`src/rtl/ffa_pkg.sv`:
```
// Package: types, sizes and codes shared by the first-fit allocator files.
`default_nettype none
package ffa_pkg;

  localparam int POOL_BYTES   = 1048576;
  localparam int HEADER_BYTES = 12;
  localparam int MAX_SEGMENTS = 256;

  localparam int ADDR_W = $clog2(MAX_SEGMENTS);
  localparam int CNT_W  = ADDR_W + 1;

  localparam logic ACT_ALLOC   = 1'b0;
  localparam logic ACT_RELEASE = 1'b1;

  localparam logic [1:0] ST_OK     = 2'd0;
  localparam logic [1:0] ST_NULL   = 2'd1;
  localparam logic [1:0] ST_NOFIT  = 2'd2;
  localparam logic [1:0] ST_BADOFF = 2'd3;

  typedef struct packed {
    logic [19:0] start;
    logic [20:0] size;
    logic        free;
  } seg_t;

  localparam seg_t SEG_RESET = '{start: 20'd0,
                                 size:  21'(POOL_BYTES - HEADER_BYTES),
                                 free:  1'b1};

  typedef struct packed {
    logic              rd_en;
    logic [ADDR_W-1:0] rd_addr;
    logic              wr_en;
    logic [ADDR_W-1:0] wr_addr;
    seg_t              wr_data;
  } ram_req_t;

endpackage
`default_nettype wire

```
`src/rtl/ffa_req_if.sv`:
```
// Interface: request channel of the allocator.
`default_nettype none
interface ffa_req_if;
  logic        valid;
  logic        ready;
  logic        action;
  logic [20:0] request_bytes;
  logic [19:0] release_offset;

  modport source (output valid, action, request_bytes, release_offset, input ready);
  modport sink   (input valid, action, request_bytes, release_offset, output ready);
endinterface
`default_nettype wire

```
`src/rtl/ffa_rsp_if.sv`:
```
// Interface: response channel of the allocator.
`default_nettype none
interface ffa_rsp_if;
  logic        valid;
  logic        ready;
  logic [1:0]  status;
  logic [19:0] payload_offset;

  modport source (output valid, status, payload_offset, input ready);
  modport sink   (input valid, status, payload_offset, output ready);
endinterface
`default_nettype wire

```
`src/rtl/ffa_ctrl.sv`:
```
// Sequencer: scan, shift, split and merge passes over the segment table.
`default_nettype none
module ffa_ctrl
  import ffa_pkg::*;
(
  input  wire logic  clk,
  input  wire logic  rst,
  ffa_req_if.sink    req,
  ffa_rsp_if.source  rsp,
  output ram_req_t   ram,
  input  wire seg_t  rd_data
);

  localparam logic [2:0] S_IDLE  = 3'd0;
  localparam logic [2:0] S_SCAN  = 3'd1;
  localparam logic [2:0] S_SHIFT = 3'd2;
  localparam logic [2:0] S_SPLIT = 3'd3;
  localparam logic [2:0] S_MARK  = 3'd4;
  localparam logic [2:0] S_MERGE = 3'd5;
  localparam logic [2:0] S_DONE  = 3'd6;

  logic [2:0]        state;
  logic [CNT_W-1:0]  cnt;
  logic [CNT_W-1:0]  rd_idx;
  logic [CNT_W-1:0]  d_idx;
  logic [CNT_W-1:0]  sh;
  logic [CNT_W-1:0]  w;
  logic              dv;
  logic              act;
  logic [21:0]       need;
  logic [19:0]       off;
  logic [ADDR_W-1:0] idx;
  seg_t              fit;
  seg_t              acc;
  logic              have_acc;
  logic              split_r;
  logic [1:0]        res_status;
  logic [19:0]       res_off;
  logic              out_valid;
  logic [1:0]        out_status;
  logic [19:0]       out_off;

  seg_t        e;
  logic [20:0] start_hdr;
  logic [20:0] fit_hdr;
  logic        hit;
  logic        issue;
  logic        sh_issue;
  logic        split_now;
  logic        merge_join;
  logic        merge_end;
  logic [21:0] need_in;

  assign need_in   = ({1'b0, req.request_bytes} + 22'd3) & ~22'd3;
  assign start_hdr = {1'b0, rd_data.start} + 21'(HEADER_BYTES);
  assign fit_hdr   = {1'b0, fit.start} + 21'(HEADER_BYTES);
  assign issue     = rd_idx < cnt;
  assign sh_issue  = sh > {1'b0, idx};
  assign split_now = ({1'b0, rd_data.size} > need + 22'(HEADER_BYTES))
                     && (cnt < CNT_W'(MAX_SEGMENTS));

  always_comb begin
    e = rd_data;
    if (d_idx == {1'b0, idx}) begin
      e.free = 1'b1;
    end
  end

  assign hit = dv && ((act == ACT_ALLOC)
                      ? (rd_data.free && {1'b0, rd_data.size} >= need)
                      : (start_hdr == {1'b0, off}));
  assign merge_join = have_acc && acc.free && e.free;
  assign merge_end  = !dv && !issue;

  assign req.ready          = (state == S_IDLE);
  assign rsp.valid          = out_valid;
  assign rsp.status         = out_status;
  assign rsp.payload_offset = out_off;

  always_comb begin
    ram = '0;
    unique case (state)
      S_IDLE: begin
        ram.rd_en = req.valid;
      end
      S_SCAN: begin
        ram.rd_en   = issue && !hit;
        ram.rd_addr = rd_idx[ADDR_W-1:0];
      end
      S_SHIFT: begin
        ram.wr_en   = dv;
        ram.wr_addr = d_idx[ADDR_W-1:0] + 1'b1;
        ram.wr_data = rd_data;
        ram.rd_en   = sh_issue;
        ram.rd_addr = sh[ADDR_W-1:0];
      end
      S_SPLIT: begin
        ram.wr_en         = 1'b1;
        ram.wr_addr       = idx + 1'b1;
        ram.wr_data.start = fit_hdr[19:0] + need[19:0];
        ram.wr_data.size  = fit.size - need[20:0] - 21'(HEADER_BYTES);
        ram.wr_data.free  = 1'b1;
      end
      S_MARK: begin
        ram.wr_en         = 1'b1;
        ram.wr_addr       = idx;
        ram.wr_data.start = fit.start;
        ram.wr_data.size  = split_r ? need[20:0] : fit.size;
        ram.wr_data.free  = 1'b0;
      end
      S_MERGE: begin
        ram.rd_en   = issue;
        ram.rd_addr = rd_idx[ADDR_W-1:0];
        ram.wr_en   = (dv && have_acc && !merge_join) || merge_end;
        ram.wr_addr = w[ADDR_W-1:0];
        ram.wr_data = acc;
      end
      default: begin
        ram = '0;
      end
    endcase
  end

  always_ff @(posedge clk) begin
    if (rst) begin
      state     <= S_IDLE;
      cnt       <= CNT_W'(1);
      out_valid <= 1'b0;
      dv        <= 1'b0;
      have_acc  <= 1'b0;
    end else begin
      if (rsp.valid && rsp.ready && state != S_DONE) begin
        out_valid <= 1'b0;
      end
      unique case (state)
        S_IDLE: begin
          if (req.valid) begin
            act    <= req.action;
            need   <= need_in;
            off    <= req.release_offset;
            rd_idx <= CNT_W'(1);
            d_idx  <= '0;
            dv     <= 1'b1;
            if ((req.action == ACT_ALLOC && req.request_bytes == '0) ||
                (req.action == ACT_RELEASE && req.release_offset == '0)) begin
              res_status <= ST_NULL;
              res_off    <= '0;
              state      <= S_DONE;
            end else begin
              state <= S_SCAN;
            end
          end
        end
        S_SCAN: begin
          if (hit) begin
            idx     <= d_idx[ADDR_W-1:0];
            fit     <= rd_data;
            split_r <= split_now;
            dv      <= 1'b0;
            if (act == ACT_ALLOC) begin
              sh    <= cnt - 1'b1;
              state <= split_now ? S_SHIFT : S_MARK;
            end else begin
              rd_idx   <= '0;
              w        <= '0;
              have_acc <= 1'b0;
              state    <= S_MERGE;
            end
          end else if (dv && d_idx == cnt - 1'b1) begin
            res_status <= (act == ACT_ALLOC) ? ST_NOFIT : ST_BADOFF;
            res_off    <= '0;
            dv         <= 1'b0;
            state      <= S_DONE;
          end else begin
            dv     <= issue;
            d_idx  <= rd_idx;
            rd_idx <= rd_idx + CNT_W'(issue);
          end
        end
        S_SHIFT: begin
          dv    <= sh_issue;
          d_idx <= sh;
          if (sh_issue) begin
            sh <= sh - 1'b1;
          end
          if (!dv && !sh_issue) begin
            state <= S_SPLIT;
          end
        end
        S_SPLIT: begin
          state <= S_MARK;
        end
        S_MARK: begin
          cnt        <= cnt + CNT_W'(split_r);
          res_status <= ST_OK;
          res_off    <= fit_hdr[19:0];
          state      <= S_DONE;
        end
        S_MERGE: begin
          dv     <= issue;
          d_idx  <= rd_idx;
          rd_idx <= rd_idx + CNT_W'(issue);
          if (dv) begin
            if (!have_acc) begin
              acc      <= e;
              have_acc <= 1'b1;
            end else if (merge_join) begin
              acc.size <= acc.size + e.size + 21'(HEADER_BYTES);
            end else begin
              acc <= e;
              w   <= w + 1'b1;
            end
          end
          if (merge_end) begin
            cnt        <= w + 1'b1;
            res_status <= ST_OK;
            res_off    <= '0;
            state      <= S_DONE;
          end
        end
        S_DONE: begin
          if (!out_valid || rsp.ready) begin
            out_valid  <= 1'b1;
            out_status <= res_status;
            out_off    <= res_off;
            state      <= S_IDLE;
          end
        end
        default: begin
          state <= S_IDLE;
        end
      endcase
    end
  end

endmodule
`default_nettype wire

```
`src/flat_wrapper.sv`:
```
// flat-port wrapper written by rule: the top's interface ports become plain ports
module ffa_ctrl_flat import ffa_pkg::*;
  (clk, rst, ram, rd_data, req_valid, req_action, req_request_bytes, req_release_offset, req_ready, rsp_valid, rsp_status, rsp_payload_offset, rsp_ready);
  ffa_req_if req_i ();
  ffa_rsp_if rsp_i ();
  input  wire logic clk;
  input  wire logic rst;
  output ram_req_t ram;
  input  wire seg_t rd_data;
  input wire logic [$bits(req_i.valid)-1:0] req_valid;
  input wire logic [$bits(req_i.action)-1:0] req_action;
  input wire logic [$bits(req_i.request_bytes)-1:0] req_request_bytes;
  input wire logic [$bits(req_i.release_offset)-1:0] req_release_offset;
  output wire logic [$bits(req_i.ready)-1:0] req_ready;
  output wire logic [$bits(rsp_i.valid)-1:0] rsp_valid;
  output wire logic [$bits(rsp_i.status)-1:0] rsp_status;
  output wire logic [$bits(rsp_i.payload_offset)-1:0] rsp_payload_offset;
  input wire logic [$bits(rsp_i.ready)-1:0] rsp_ready;
  assign req_i.valid = req_valid;
  assign req_i.action = req_action;
  assign req_i.request_bytes = req_request_bytes;
  assign req_i.release_offset = req_release_offset;
  assign req_ready = req_i.ready;
  assign rsp_valid = rsp_i.valid;
  assign rsp_status = rsp_i.status;
  assign rsp_payload_offset = rsp_i.payload_offset;
  assign rsp_i.ready = rsp_ready;
  ffa_ctrl u_core (.clk(clk), .rst(rst), .req(req_i), .rsp(rsp_i), .ram(ram), .rd_data(rd_data));
endmodule
```
`config.mk`:
```
export PLATFORM = sky130hd
export DESIGN_NAME = ffa_ctrl_flat
export DESIGN_NICKNAME = d
export VERILOG_FILES = /design/src/rtl/ffa_pkg.sv /design/src/rtl/ffa_req_if.sv /design/src/rtl/ffa_rsp_if.sv /design/src/rtl/ffa_ctrl.sv /design/src/flat_wrapper.sv
export SDC_FILE = /design/constraint.sdc
export NUM_CORES = 1
export LEC_CHECK = 0
export BUFFER_PORTS_ARGS = -buffer_cell sky130_fd_sc_hd__buf_2
export CAP_MARGIN = 20
export CORE_MARGIN = 1.5
export CORE_UTILIZATION = 56
export CTS_BUF_LIST = sky130_fd_sc_hd__clkbuf_4
export DETAILED_ROUTE_END_ITERATION = 10
export GPL_TIMING_DRIVEN = 1
export PLACE_DENSITY = 0.76
export SYNTH_ARGS = -nofsm -noshare
export SYNTH_HDL_FRONTEND = slang
export SYNTH_SLANG_ARGS = --single-unit
export TNS_END_PERCENT = 20
```
`constraint.sdc`:
```
create_clock -name clk -period 4.8 [get_ports clk]
set_clock_uncertainty 0.15 [all_clocks]
set_input_delay 0.48 -clock clk [delete_from_list [all_inputs] [get_ports clk]]
set_output_delay 0.48 -clock clk [all_outputs]
set_load 0.02 [all_outputs]
```
Word level (Yosys, flattened, before mapping)
Index checks and enable logic that the tools add are counted. Widths: inputs -> output; s select.

Bits of input ports: 88. Register bits: 228. Output and inout bits: 84.

Muxes and demuxes: 64. Eq/ne operators: 29. Reduce and logical (&&, ||, !) cells: 48. Order comparisons: 5. Add/sub/neg operators: 16. Bitwise operators: 2.

Operators with widths (number): $pmux 51 s4 (1); $mux 9 (15); $mux 20 (6); $pmux 20 s4 (1); $pmux 9 s2 (3); $mux 21 (2); $mux 42 (1); $pmux 9 s4 (1); $mux 3 (9); $pmux 9 s3 (1); $add 21x2->22 const B (1); $add 22x4->22 const B (1); $ge 21x22->1 (1); $gt 21x22->1 (1); $add 20x4->21 const B (1); $add 21x21->21 (1); $add 21x4->21 const B (1); $eq 21x20->1 (1); $logic_not 21->1 (1); $pmux 3 s7 (1); $sub 21x21->21 (1); $sub 21x4->21 const B (1); $add 20x20->20 (1); $add 20x4->20 const B (1); 38 further kinds (110).

Longest topological paths before layout
Depth in word-level cells: 7. Mapped depth: 17. Mapped depth without buffers: 17.

Least setup slack after synthesis
OpenSTA, ideal clock, no wires.

Path type: input to register. Start: input rd_data[24] in the netlist's numbering. End: register u_core.fit[10] in the netlist's numbering (enable). Data arrival time: 4480 ps. Setup slack: -288 ps. Stages on the path: 10. Cells stage by stage: inv_1 ha_1 nand4b_4 or3_1 o311a_1 a211oi_1 o22a_2 a31oi_4 nand2b_1 nor2_1.

Longest elaborated chain between the ends: 5.

Ends and longest elaborated chain: start: declaration (RTL line flat_wrapper.sv:9) `input wire seg_t rd_data;`; $add 20x4->21 (RTL line ffa_ctrl.sv:55) `assign start_hdr = {1'b0, rd_data.start} + 21'(HEADER_BYTES);`; $eq 21x20->1 (RTL line ffa_ctrl.sv:71) `: (start_hdr == {1'b0, off}));`; $mux 1 (RTL line ffa_ctrl.sv:70) `? (rd_data.free && {1'b0, rd_data.size} >= need)`; $logic_and 1x1->1 (RTL line ffa_ctrl.sv:69) `assign hit = dv && ((act == ACT_ALLOC)`; $reduce_and 3->1 (no line); end signal: assignment (RTL line ffa_ctrl.sv:157) `fit <= rd_data;`; end: declaration (RTL line ffa_ctrl.sv:33) `seg_t fit;`.

Every way passes these cells. A chain may end at the register's enable or synchronous reset.

==> results.yml <==
timing:
  slew_headroom_pct: 32.5
  worst_pin_slew_ps: 1010
  max_freq_ghz: 0.213
  finalCriticalPeriod_ps: 4690
  setup_ws_ps: 107
  period_share_pct: 97.8
  rsz0062_at_grt: "true"
  setup_viol: 0
  slew_viol_final: 0
  final-hold-violation-count: 0
critical_path:
  reg2reg_depth: 8
  cp_max_fo: 6
  path_buf_inv: 2
  r2r-end: "u_core.res_off[17]"
  crit_required_ps: 4170
  cp_slowest_cell: "edfxtp_1"
  worstSetupPathType: "reg2out"
  reg2reg_from: "u_core.cnt[2]"
  worstSetupEndpointType: "primary output"
  crit_path_max_incr_delay_ps: 450
  arrival_ps: 4060
  reg2reg_slack_ps: 670
  cp_cell_sequence: "nand4_1 > a21oi_2 > nand4_1 > buf_4 > nor2_1 > xor2_2 > ha_2 > and3_1 > a21oi_2 > nand3b_1 > xnor2_1 > o22ai_1 > buf_2"
  worst_setup_path_start_kind: "register"
  crit_family: "simple AND/OR/NAND/NOR gates"
placed_design:
  port_buffers: 171
  dp_slack_ps: 519
  dp_hpwl_um: 36600
  dpl_cell_area_mm2: 0.0181
  place.gp.congestion: 0.962
outcome:
  status: "finished, final reports clean"
pwr:
  peakVddDrop_mv: 0.246
  power_density_mw_per_mm2: 366
  p_leak_uw: 0.00817
drt:
  viasPerCell: 6.13
  detail_route.wl_per_cell_um: 20.9
  wl_um: 50600
  firstDrtPassIters: 8
  drc_errors: 0
  drt_iter0_markers: 1847
  num_vias: 14900
  ant_nets: 0
cts:
  clockBufferDepth: 3
  clock-root-buffer: "clkbuf_4"
  clock_sinks: 228
  cts_max_level: 2
  clkLatencyLatePin_ps: 760
  cts_made_buffers: 59
  clk_pin_slew_ps: 70
  cts_tree: "yes"
synthesis:
  synth_edf_count: 213
  synth_area_mm2: 0.0167
  synthesis.nets: 1934
  yosysWarnings: 0
  async_reset_ff_share_pct: 0
  synth_ff_type: "edfxtp_1"
  ys_types: 84
  synthCells: 1684
  synth.avg_cell_area_um2: 9.94
  ys_ff_latch: 228
  ys_seq_area_share_pct: 40.0
global_routing:
  grt_max_degree: 58
  grt_pass1_vias: 14400
  grt_usage_pct: 32.6
  grt_antenna_before_repair: 1
  overflow: 0
  grt_pass1_wl_um: 78400
final_layout:
  syn_to_final_growth_pct: 19.2
  final_common_cell: "edfxtp_1"
  num-fill-cells: 2310
  multi_input_area_mm2: 0.00950
  mostFrequentLayoutCells: "edfxtp_1 (213), buf_2 (167), ha_1 (156)"
  nNetsFinal: 2239
  drive_above_1_share_pct: 19.5
  final_area_mm2: 0.0200
  seq_area_mm2: 0.00670
hold_path:
  min_to: "u_core.need[3]"
  hold_path_class: "in2reg"
  min_path_cells: 3
  min_from: "req_request_bytes[0]"
floorplanning:
  boundaryPins: 172
  dieHeight_um: 176
  rows: 63
  core_area_mm2: 0.0296
  start_util_pct: 56.7
  die_w_um: 176
  dieArea_mm2: 0.0309
run:
  maxCapViolations: 0
Yosys cell counts (all sizes together), types with 21 or more instances:
| cell | n | share of area [%] |
|---|---|---|
| nand2 | 108 | 2.4 |
| and2 | 25 | 0.93 |
| nor2 | 123 | 2.8 |
| a222oi | 24 | 1.4 |
| mux2 | 24 | 1.6 |
| clkbuf | 47 | 1.4 |
| mux2i | 32 | 1.9 |
| a21o | 23 | 1.0 |
| a21oi | 78 | 2.4 |
| nor4 | 24 | 0.93 |
| xnor2 | 106 | 5.5 |
| inv | 134 | 3.0 |
| xor2 | 66 | 3.5 |
| and3 | 31 | 1.2 |
| nand4 | 28 | 1.1 |
| a22oi | 21 | 0.94 |
| edfxtp | 213 | 38 |
| nand3 | 52 | 1.6 |
| nor3 | 37 | 1.1 |
| ha | 160 | 12 |
| o21ai | 94 | 2.8 |
timing repair:
action	in CTS	in global routing
hold buffers	83	0
endpoints found under the setup margin	11	11
pin swaps	1	8
hold endpoints to repair	113	0
gates resized for setup	20	29
setup buffers	1	14
how the worst max path moves through the flow:
stage	start	end	slack, ps	depth (start not counted)
finish	u_core.fit[27]	ram[38]	110	13
global route	u_core.fit[27]	ram[38]	-120	13
CTS	u_core.fit[26]	ram[39]	4	14
detailed placement	u_core.fit[24]	ram[39]	520	15
global placement	u_core.fit[24]	ram[35]	680	15
floorplan	rd_data[24]	u_core.fit[10]	540	10
layer usage:
layer	global-route usage (%)	share of wire, %	vias up
met4	11.6	3.0	0
met2	50.4	45	801
met1	46.1	42	7018
li1	-	-	6923
met5	0	0	-
met3	5.76	10	122
through the flow:
| step | TNS (ps) | std cells | hold slack (ps) | utilization (%) | power (µW) |
|---|---|---|---|---|---|
| finish | 0 | 2425 | 35.5 | 67.5 | 7310 |
| global route | -625 | 2424 | 12.7 | 67.5 | 7690 |
| CTS | 0 | 2409 | 7.67 | 66.7 | 7220 |
| detailed placement | 0 | 2220 | 255 | 61.2 | 5530 |
| global placement | 0 | 2220 | 253 | 61.2 | 5450 |
| floorplan | 0 | 1684 | 250 | - | 4650 |
cell families (layout without fill, tap and decap cells):
logic type	count (synthesis)	after routing	synth area share, %
adder cells (fa/ha/maj)	162	162	12.2
flip-flops	228	228	40.0
AND/OR/NAND/NOR	493	493	15.0
AO/OA/AOI/OAI	380	380	15.6
XOR/XNOR	172	172	9.00
multiplexers	56	56	3.53
other	0	2	0
buffers and inverters	193	542	4.74
sequential cells by signal (all words and copies together) (netlist names), 2 cells and up:
register                   count
u_core.rd_idx                  9
u_core.acc                    42
u_core.fit                    41
u_core.cnt                     9
u_core.need                   20
u_core.w                       9
u_core.d_idx                   9
u_core.rsp.status              2
u_core.res_status              2
u_core.state                   3
u_core.res_off                20
u_core.rsp.payload_offset     20
u_core.idx                     8
u_core.off                    20
u_core.sh                      9
tightest hold or removal path: cells and delay by family:
| family | cells | cell delay (ps) |
|---|---|---|
| xor+xnor | 1 | 130 |
| buf+inv | 1 | 100 |
| compound gates | 1 | 90 |
final cells by class:
| type | instances | area share, % |
|---|---|---|
| multi-input cells | 1263 | 47.6 |
| flip-flops and latches | 228 | 33.6 |
| repair buffers | 302 | 10.4 |
| clock buffers | 78 | 2.93 |
| inverters | 135 | 2.54 |
| well taps | 390 | 2.44 |
| clock inverters | 27 | 0.558 |
| diodes | 2 | 0.0251 |
report_power, final:
part           switching [µW]  internal [µW]  total [µW]  leakage (µW)
clock network             860            757        1620      0.000406
registers                 243           2490        2740       0.00207
logic                    1830           1130        2960       0.00569
Note: power is estimated with default switching activity, not from simulation.
